<file path="src/design/psl_pkg.sv">
// Package for the servo position loop: default parameters, reset values,
// register indices, the queue entry type and the sequencer state type. Used by every module in the design folder.
package psl_pkg;
  localparam int CommandTapsDef = 32;
  localparam int MedianTapsDef  = 7;
  localparam int DerivLagDef    = 3;
  localparam int DutyLimitDef   = 1000;

  localparam logic signed [15:0] KpReset  = 16'sd2000;
  localparam logic signed [15:0] KiReset  = 16'sd20;
  localparam logic signed [15:0] KdReset  = 16'sd6000;
  localparam logic [9:0]         OffReset = 10'd30;

  localparam logic [2:0] RegKp  = 3'd0;
  localparam logic [2:0] RegKi  = 3'd1;
  localparam logic [2:0] RegKd  = 3'd2;
  localparam logic [2:0] RegOff = 3'd3;
  localparam logic [2:0] RegRun = 3'd4;

  // One classified item handed from the front part to the back part.
  typedef struct packed {
    logic       run;
    logic [9:0] cmd;
    logic [9:0] fb;
  } item_t;

  typedef enum logic [3:0] {
    ST_IDLE, ST_RING, ST_AVG, ST_MED, ST_ERR, ST_INT, ST_MUL_P, ST_MUL_I,
    ST_MUL_I2, ST_MUL_D, ST_SUM, ST_DIV, ST_OUT
  } back_state_t;
endpackage

</file>
<file path="src/design/psl_front.sv">
// Front part: takes input transactions, tags them with run_enable and pushes
// them into a two-entry queue. Depends on psl_pkg.
module psl_front (
  input  logic              clk,
  input  logic              rst,
  input  logic              run,
  input  logic              s_valid,
  output logic              s_ready,
  input  logic [9:0]        s_cmd,
  input  logic [9:0]        s_fb,
  input  logic              pop,
  output logic              q_valid,
  output psl_pkg::item_t    q_item
);
  psl_pkg::item_t mem [2];
  logic       wr_ptr, rd_ptr;
  logic [1:0] count;
  logic       push;

  assign s_ready = (count != 2'd2);
  assign push    = s_valid && s_ready;
  assign q_valid = (count != 2'd0);
  assign q_item  = mem[rd_ptr];

  always_ff @(posedge clk) begin
    if (push) begin
      mem[wr_ptr] <= '{run: run, cmd: s_cmd, fb: s_fb};
    end
    if (rst) begin
      wr_ptr <= 1'b0;
      rd_ptr <= 1'b0;
      count  <= 2'd0;
    end else begin
      if (push) wr_ptr <= ~wr_ptr;
      if (pop)  rd_ptr <= ~rd_ptr;
      count <= count + {1'b0, push} - {1'b0, pop};
    end
  end
endmodule

</file>
<file path="src/design/psl_back.sv">
// Back part: filters, PID arithmetic and the output register, worked out step
// by step by a sequencer. Depends on psl_pkg.
module psl_back #(
  parameter int COMMAND_TAPS = psl_pkg::CommandTapsDef,
  parameter int MEDIAN_TAPS  = psl_pkg::MedianTapsDef,
  parameter int DERIV_LAG    = psl_pkg::DerivLagDef,
  parameter int DUTY_LIMIT   = psl_pkg::DutyLimitDef
) (
  input  logic                clk,
  input  logic                rst,
  input  logic signed [15:0]  kp,
  input  logic signed [15:0]  ki,
  input  logic signed [15:0]  kd,
  input  logic [9:0]          offset,
  input  logic                q_valid,
  input  psl_pkg::item_t      q_item,
  output logic                pop,
  output logic                m_valid,
  input  logic                m_ready,
  output logic [9:0]          m_duty,
  output logic                m_dir,
  output logic                m_clamped
);
  localparam int CW = (COMMAND_TAPS > 1) ? $clog2(COMMAND_TAPS) : 1;
  localparam int MW = (MEDIAN_TAPS > 1) ? $clog2(MEDIAN_TAPS) : 1;
  localparam int LW = (DERIV_LAG > 1) ? $clog2(DERIV_LAG) : 1;
  localparam int TW = 10 + $clog2(COMMAND_TAPS + 1);
  localparam int MID = (MEDIAN_TAPS - 1) / 2;
  localparam int SW = 4;

  psl_pkg::back_state_t state, state_next;

  logic [9:0]  ring [COMMAND_TAPS];
  logic [CW-1:0] cslot;
  logic [TW-1:0] total;
  logic [9:0]  ring_old;
  logic [9:0]  win [MEDIAN_TAPS];
  logic [MW-1:0] fslot;
  logic signed [10:0] past [DERIV_LAG];
  logic [LW-1:0] pslot;
  logic signed [31:0] integ;
  logic        was_clamped;
  logic [9:0]  avg, med;
  logic signed [10:0] err, lagged;
  logic signed [47:0] acc;
  logic signed [47:0] prod;
  logic signed [39:0] corr;
  logic [9:0]  cmd_r, fb_r;
  logic        out_full;

  // Rank of the candidate: counts of smaller and of equal window entries.
  logic [SW-1:0] less_cnt, eq_cnt;
  logic [MW-1:0] med_idx;
  always_comb begin
    less_cnt = '0;
    eq_cnt   = '0;
    for (int i = 0; i < MEDIAN_TAPS; i++) begin
      if (win[i] < win[med_idx]) less_cnt = less_cnt + 1'b1;
      if (win[i] == win[med_idx]) eq_cnt = eq_cnt + 1'b1;
    end
  end

  logic signed [32:0] integ_sum;
  logic signed [11:0] dlt;
  assign integ_sum = {integ[31], integ} + 33'(err);
  assign dlt = 12'(err) - 12'(lagged);

  logic signed [47:0] q256;
  assign q256 = (acc + ((acc < 0) ? 48'sd255 : 48'sd0)) >>> 8;

  logic signed [40:0] drive;
  assign drive = 41'(corr) + 41'(signed'({1'b0, offset}));

  always_comb begin
    state_next = state;
    pop = 1'b0;
    unique case (state)
      psl_pkg::ST_IDLE:
        if (q_valid && !out_full) begin
          pop = 1'b1;
          state_next = q_item.run ? psl_pkg::ST_RING : psl_pkg::ST_OUT;
        end
      psl_pkg::ST_RING:  state_next = psl_pkg::ST_AVG;
      psl_pkg::ST_AVG:   state_next = psl_pkg::ST_MED;
      psl_pkg::ST_MED:
        if ((32'(less_cnt) <= MID) && (32'(less_cnt) + 32'(eq_cnt) > MID))
          state_next = psl_pkg::ST_ERR;
      psl_pkg::ST_ERR:   state_next = psl_pkg::ST_INT;
      psl_pkg::ST_INT:   state_next = psl_pkg::ST_MUL_P;
      psl_pkg::ST_MUL_P: state_next = psl_pkg::ST_MUL_I;
      psl_pkg::ST_MUL_I: state_next = psl_pkg::ST_MUL_I2;
      psl_pkg::ST_MUL_I2: state_next = psl_pkg::ST_MUL_D;
      psl_pkg::ST_MUL_D: state_next = psl_pkg::ST_SUM;
      psl_pkg::ST_SUM:   state_next = psl_pkg::ST_DIV;
      psl_pkg::ST_DIV:   state_next = psl_pkg::ST_OUT;
      psl_pkg::ST_OUT:   state_next = psl_pkg::ST_IDLE;
      default:           state_next = psl_pkg::ST_IDLE;
    endcase
  end

  assign m_valid = out_full;

  always_ff @(posedge clk) begin
    if (rst) begin
      state <= psl_pkg::ST_IDLE;
      out_full <= 1'b0;
      cslot <= '0;
      total <= '0;
      fslot <= '0;
      pslot <= '0;
      integ <= '0;
      was_clamped <= 1'b0;
      for (int i = 0; i < COMMAND_TAPS; i++) ring[i] <= '0;
      for (int i = 0; i < MEDIAN_TAPS; i++) win[i] <= '0;
      for (int i = 0; i < DERIV_LAG; i++) past[i] <= '0;
      corr <= '0;
    end else begin
      state <= state_next;
      if (m_valid && m_ready) out_full <= 1'b0;
      unique case (state)
        psl_pkg::ST_IDLE:
          if (pop) begin
            cmd_r <= q_item.cmd;
            fb_r  <= q_item.fb;
            ring_old <= ring[cslot];
            if (!q_item.run) corr <= '0;
          end
        psl_pkg::ST_RING: begin
          total <= total - TW'(ring_old) + TW'(cmd_r);
          ring[cslot] <= cmd_r;
          cslot <= (32'(cslot) == COMMAND_TAPS - 1) ? '0 : cslot + 1'b1;
          win[fslot] <= fb_r;
          fslot <= (32'(fslot) == MEDIAN_TAPS - 1) ? '0 : fslot + 1'b1;
          med_idx <= '0;
        end
        psl_pkg::ST_AVG: avg <= 10'(total / COMMAND_TAPS);
        psl_pkg::ST_MED:
          if (state_next == psl_pkg::ST_ERR) med <= win[med_idx];
          else med_idx <= med_idx + 1'b1;
        psl_pkg::ST_ERR: begin
          err <= 11'(signed'({1'b0, med})) - 11'(signed'({1'b0, avg}));
          lagged <= past[pslot];
        end
        psl_pkg::ST_INT: begin
          if (!was_clamped) begin
            if (integ_sum > 33'sh07FFFFFFF) integ <= 32'sh7FFFFFFF;
            else if (integ_sum < -33'sh080000000) integ <= 32'sh80000000;
            else integ <= integ_sum[31:0];
          end
          past[pslot] <= err;
          pslot <= (32'(pslot) == DERIV_LAG - 1) ? '0 : pslot + 1'b1;
          prod <= 48'(err) * 48'(kp);
        end
        psl_pkg::ST_MUL_P: begin
          acc <= prod;
          prod <= 48'(signed'({1'b0, integ[15:0]})) * 48'(ki);
        end
        psl_pkg::ST_MUL_I: begin
          acc <= acc + prod;
          prod <= (48'(signed'(integ[31:16])) * 48'(ki)) <<< 16;
        end
        psl_pkg::ST_MUL_I2: begin
          acc <= acc + prod;
          prod <= 48'(dlt) * 48'(kd);
        end
        psl_pkg::ST_MUL_D: acc <= acc + prod;
        psl_pkg::ST_SUM: acc <= q256;
        psl_pkg::ST_DIV: begin
          if (acc > 48'(DUTY_LIMIT)) begin
            corr <= 40'(DUTY_LIMIT);
            was_clamped <= 1'b1;
          end else if (acc < -48'(DUTY_LIMIT)) begin
            corr <= -40'(DUTY_LIMIT);
            was_clamped <= 1'b1;
          end else begin
            corr <= acc[39:0];
            was_clamped <= 1'b0;
          end
        end
        psl_pkg::ST_OUT: out_full <= 1'b1;
        default: ;
      endcase
    end
  end

  // Output register: filled in ST_OUT from the clamped correction plus the offset, or zero for a disabled item.
  logic run_item;
  always_ff @(posedge clk) begin
    if (state == psl_pkg::ST_IDLE && pop) run_item <= q_item.run;
    if (state == psl_pkg::ST_OUT) begin
      if (!run_item) begin
        m_duty <= '0;
        m_dir <= 1'b0;
        m_clamped <= 1'b0;
      end else begin
        m_clamped <= was_clamped;
        if (drive < 0) begin
          m_dir <= 1'b1;
          m_duty <= (-drive > 41'(DUTY_LIMIT)) ? 10'(DUTY_LIMIT) : 10'(-drive);
        end else begin
          m_dir <= 1'b0;
          m_duty <= (drive > 41'(DUTY_LIMIT)) ? 10'(DUTY_LIMIT) : 10'(drive);
        end
      end
    end
  end
endmodule

</file>
<file path="src/design/pid_servo_position_loop.sv">
// Top level of the servo position loop: configuration registers, the front
// queue and the back sequencer. Depends on psl_pkg, psl_front, psl_back.
//
// Usage: one input transaction per control tick carries the command and
// feedback samples; one output transaction returns duty, direction and the
// clamp flag. The configuration channel writes the gains, the offset and
// run_enable by register index; write it only while the block is idle.
// An enabled item runs through the filter, PID and output steps in turn,
// with a median search that steps one window candidate a cycle; a disabled
// item skips the filter and PID steps and goes straight to the output. A new item
// starts only after the previous result has been taken, so the back part
// never takes an item before it is through with the last one.
// A two-entry queue lets the input side keep taking items while the
// receiver stalls; once full, s_axis_tready drops. Reset clears all filter
// and PID state and loads the default register values.
module pid_servo_position_loop #(
  parameter int COMMAND_TAPS = psl_pkg::CommandTapsDef,
  parameter int MEDIAN_TAPS  = psl_pkg::MedianTapsDef,
  parameter int DERIV_LAG    = psl_pkg::DerivLagDef,
  parameter int DUTY_LIMIT   = psl_pkg::DutyLimitDef
) (
  input  logic        clk,
  input  logic        rst,
  input  logic        s_axis_tvalid,
  output logic        s_axis_tready,
  input  logic [23:0] s_axis_tdata,  // command_sample[9:0], feedback_sample[19:10]
  output logic        m_axis_tvalid,
  input  logic        m_axis_tready,
  output logic [15:0] m_axis_tdata,  // duty[9:0], direction[10], clamped[11]
  input  logic        cfg_valid,
  output logic        cfg_ready,
  input  logic [2:0]  cfg_index,
  input  logic [15:0] cfg_data
);
  logic signed [15:0] kp, ki, kd;
  logic [9:0] offset;
  logic run;
  logic q_valid, pop;
  psl_pkg::item_t q_item;
  logic [9:0] duty;
  logic dir, clamped;

  assign cfg_ready = 1'b1;

  always_ff @(posedge clk) begin
    if (rst) begin
      kp <= psl_pkg::KpReset;
      ki <= psl_pkg::KiReset;
      kd <= psl_pkg::KdReset;
      offset <= psl_pkg::OffReset;
      run <= 1'b1;
    end else if (cfg_valid) begin
      unique case (cfg_index)
        psl_pkg::RegKp:  kp <= cfg_data;
        psl_pkg::RegKi:  ki <= cfg_data;
        psl_pkg::RegKd:  kd <= cfg_data;
        psl_pkg::RegOff: offset <= cfg_data[9:0];
        psl_pkg::RegRun: run <= cfg_data[0];
        default: ;
      endcase
    end
  end

  psl_front u_front (
    .clk(clk), .rst(rst), .run(run),
    .s_valid(s_axis_tvalid), .s_ready(s_axis_tready),
    .s_cmd(s_axis_tdata[9:0]), .s_fb(s_axis_tdata[19:10]),
    .pop(pop), .q_valid(q_valid), .q_item(q_item)
  );

  psl_back #(
    .COMMAND_TAPS(COMMAND_TAPS), .MEDIAN_TAPS(MEDIAN_TAPS),
    .DERIV_LAG(DERIV_LAG), .DUTY_LIMIT(DUTY_LIMIT)
  ) u_back (
    .clk(clk), .rst(rst), .kp(kp), .ki(ki), .kd(kd), .offset(offset),
    .q_valid(q_valid), .q_item(q_item), .pop(pop),
    .m_valid(m_axis_tvalid), .m_ready(m_axis_tready),
    .m_duty(duty), .m_dir(dir), .m_clamped(clamped)
  );

  assign m_axis_tdata = {4'b0, clamped, dir, duty};
endmodule
</file>
<file path="config.mk">
export PLATFORM = sky130hd
export DESIGN_NAME = pid_servo_position_loop
export DESIGN_NICKNAME = d
export VERILOG_FILES = /design/src/design/psl_pkg.sv /design/src/design/psl_front.sv /design/src/design/psl_back.sv /design/src/design/pid_servo_position_loop.sv
export SDC_FILE = /design/constraint.sdc
export NUM_CORES = 2
export LEC_CHECK = 0
export BUFFER_PORTS_ARGS = -buffer_cell sky130_fd_sc_hd__buf_2
export CAP_MARGIN = 0
export CORE_MARGIN = 10
export CORE_UTILIZATION = 60
export CTS_CLUSTER_DIAMETER = 120
export CTS_CLUSTER_SIZE = 8
export DETAILED_ROUTE_END_ITERATION = 6
export GPL_TIMING_DRIVEN = 0
export PLACE_DENSITY = 0.79
export REMOVE_ABC_BUFFERS = 1
export SLEW_MARGIN = 5
export SYNTH_ARGS = -nofsm -noshare
export SYNTH_HDL_FRONTEND = slang
export SYNTH_SLANG_ARGS = --single-unit
</file>
<file path="constraint.sdc">
create_clock -name clk -period 7.65 [get_ports clk]
set_input_delay 2.295 -clock clk [delete_from_list [all_inputs] [get_ports clk]]
set_output_delay 2.295 -clock clk [all_outputs]
set_load 0.005 [all_outputs]
</file>
==> qor.csv <==
metric;value;unit
register area share after synthesis;30.2;%
Clock Latency Late Sink;0.72;ns
status;finished with violations;
io pins;67;
Sw Ratio;42.0;%
slowest CP cell;fa_1;
vias per cell;6.24;
vias in the first global route;59800;
GR Util All Layers;28.7;%
num rows;131;
worst-case clock buffer depth;3;
die area;0.144;mm^2
Pleak;36.6;nW
H-tree depth;3;
Detailed Routing Iterations Pass 1;7;
Tcrit/Tclk final;110;%
initial core utilization;60.6;%
chip height;379;um
post-DP HPWL;144;mm
placer congestion estimate;0.934;
initial antenna violation count;14;
maxcap violations;0;
crit path launch type;flop;
cells after synthesis;7684;
final setup fails;30;
Post-Place Cell Area;0.0791;mm^2
clk root buf;clkbuf_16;
CP max stage delay;0.58;ns
Least-Margin Pin Slew;1.34;ns
Period minus WS final;8.42;ns
endpoints failing hold;0;
CTS tree;built;
CP endpoint kind;flop;
CP arrival;8.88;ns
most common cell after layout, fill and taps aside;inv_1;
FF+latch count, synth;840;
Fill cells;9474;
first-pass GRT wire length;327;mm
clock share of power;18.4;%
Clk pin slew, worst setup/hold paths;0.06;ns
drt wl/cell;22.2;um
Layout Nets;8929;
peak supply drop;1.43;mV
Final Cell Area;0.0837;mm^2
core area;0.128;mm^2
PortBufs;57;
commonest cells after routing, fill and taps aside;inv_1, nand2_1, fa_1;
final setup margin;-0.769;ns
internal power;0.0152;W
EDFF count, synth;660;
pwr dens;313;mW/mm^2
Area Growth Syn to Fin;8.09;%
# DRC;1;
initial DRC count;5646;
Main synth FF type;edfxtp_1;
crit-path max FO;5;
Net Sw Power;0.0110;W
Cell Count, Final, Fillers Out;9273;
Yosys warnings;0;
total CTS buffers;114;
share of the synthesized area in the top cell type;25.6;%
Req. time, crit path;8.11;ns
Tot Pwr;0.0262;W
fmax;119;MHz
Setup Skew;0.0371;ns
Synth Area per Inst;10.1;um^2
Post-Syn Area;0.0775;mm^2
clk sinks;840;
total congestion overflow;0;
Max-slew headroom;10.3;%
layout cell share with drive strength beyond 1;8.58;%
post-synth top area cell;edfxtp_1;
R2R setup slack;-0.77;ns
failing checks;design-rule violations, negative setup slack;
Logic pwr share;59.3;%
Routed Antenna Nets;0;
largest net degree at the start of global routing;111;
CTS Hold Bufs;0;
Detailed Route WL;205;mm
Vias;57900;
Post-synth ARST share;0;%
chip width;379;um
Flop pwr share;22.4;%
top post-synthesis cells by area;edfxtp_1, fa_1, ha_1, inv_1, dfxtp_1;
Max Transition Viols Final;0;
placed cells;9010;
Netlist cell types;95;
worst min path class;flop to flop;
worst setup path category;flop to flop;
RSZ-0062 raised after global routing;yes;
worst max-delay path, delay by kind of cell, from the launching register on:
kind / cells / cell delay, ns
xor+xnor: 1 / 0.19
compound gates: 16 / 2.70
simple gates: 6 / 1.38
flops: 1 / 0.51
fa+ha+maj: 7 / 3.17
buf+inv: 2 / 0.20
cell families (layout without fill, tap and decap cells):
group / Yosys count / count (layout) / share of synthesized area, %
buf+inv: 1425 / 1345 / 6.98
compound gates: 1084 / 1084 / 9.02
flops: 840 / 840 / 30.2
simple gates: 2466 / 2466 / 16.0
other cells: 2 / 9 / 0.00970
xor+xnor: 331 / 331 / 3.79
mux: 177 / 177 / 4.12
fa+ha+maj: 1359 / 1359 / 29.8
per-stage QoR:
| step | worst slack (ns) | TNS, ns | util, % | hold slack, ns |
|---|---|---|---|---|
| 6_report | -0.769 | -16.47 | 65.5 | 0.453 |
| 4_1_cts | -0.721 | -16.43 | 65.1 | 0.459 |
| 3_5_place_dp | -2.57 | -100.72 | 61.9 | 0.447 |
| 2_1_floorplan | -1.14 | -23.56 | - | 0.417 |
| 5_1_grt | -0.978 | -24.16 | 65.5 | 0.489 |
| 3_3_place_gp | -4.17 | -2153.95 | 61.1 | 0.436 |
power groups by stage:
stage	Sequential [W]	Combinational [W]	Clock, W
detailed placement	0.00595	0.0124	0
floorplan	0.00581	0.00885	0
global placement	0.00603	0.0119	0
CTS	0.00585	0.0144	0.00482
finish	0.00587	0.0155	0.00481
global route	0.00589	0.0169	0.00501
registers in the layout, indices dropped and copies added, names as in the netlist, 32 cells and up, named ones only:
name,cells
u_back.prod,48
u_back.corr,40
u_back.win,80
u_back.ring,320
u_back.acc,48
u_back.past,44
u_front.mem,42
u_back.integ,32
worst paths after layout:
| path | from | end | cells after the start |
|---|---|---|---|
| worst max register to register | u_back.err[1] | u_back.prod[26] | 32 |
| worst min-delay path | u_back.total[3] | u_back.total[3] | 2 |
| worst max-delay path | u_back.err[1] | u_back.prod[26] | 32 |
| worst min register to register | u_back.total[3] | u_back.total[3] | 2 |
repair_timing:
| action | CTS | global route |
|---|---|---|
| buffers inserted | 35 | 27 |
| setup endpoints to repair | 56 | 52 |
| resized for setup | 84 | 77 |
| pin swaps | 65 | 43 |
| gates cloned | 1 | 0 |
final cells by class:
cell class              instances  area (um^2)  area share (%)
multi-input cells            5422        49500            59.2
flip-flops and latches        840        23500            28.1
inverters                     988         3710            4.43
clock buffers                 194         3170            3.79
well taps                    1662         2080            2.48
repair buffers                157         1540            1.84
clock inverters                 6          180           0.215
diodes                          4         10.0          0.0120
Yosys cell counts (all sizes together), types with 137 or more instances:
cell type and count:
dfxtp 180, edfxtp 660, o21ai 231, nor3 336, fa 812, nor2 236, ha 546, nand2 835
inv 988, a21oi 323, xnor2 192, clkbuf 395, and2 463, xor2 137
routing by layer:
layer	vias up	share of wire (%)	track usage, %
met4	10	4.8	12.5
met2	2766	48	46.9
li1	25600	-	-
met3	610	9.1	4.97
met5	-	0.030	0
met1	28900	38	37.6
Note: power is estimated with default switching activity, not from simulation.
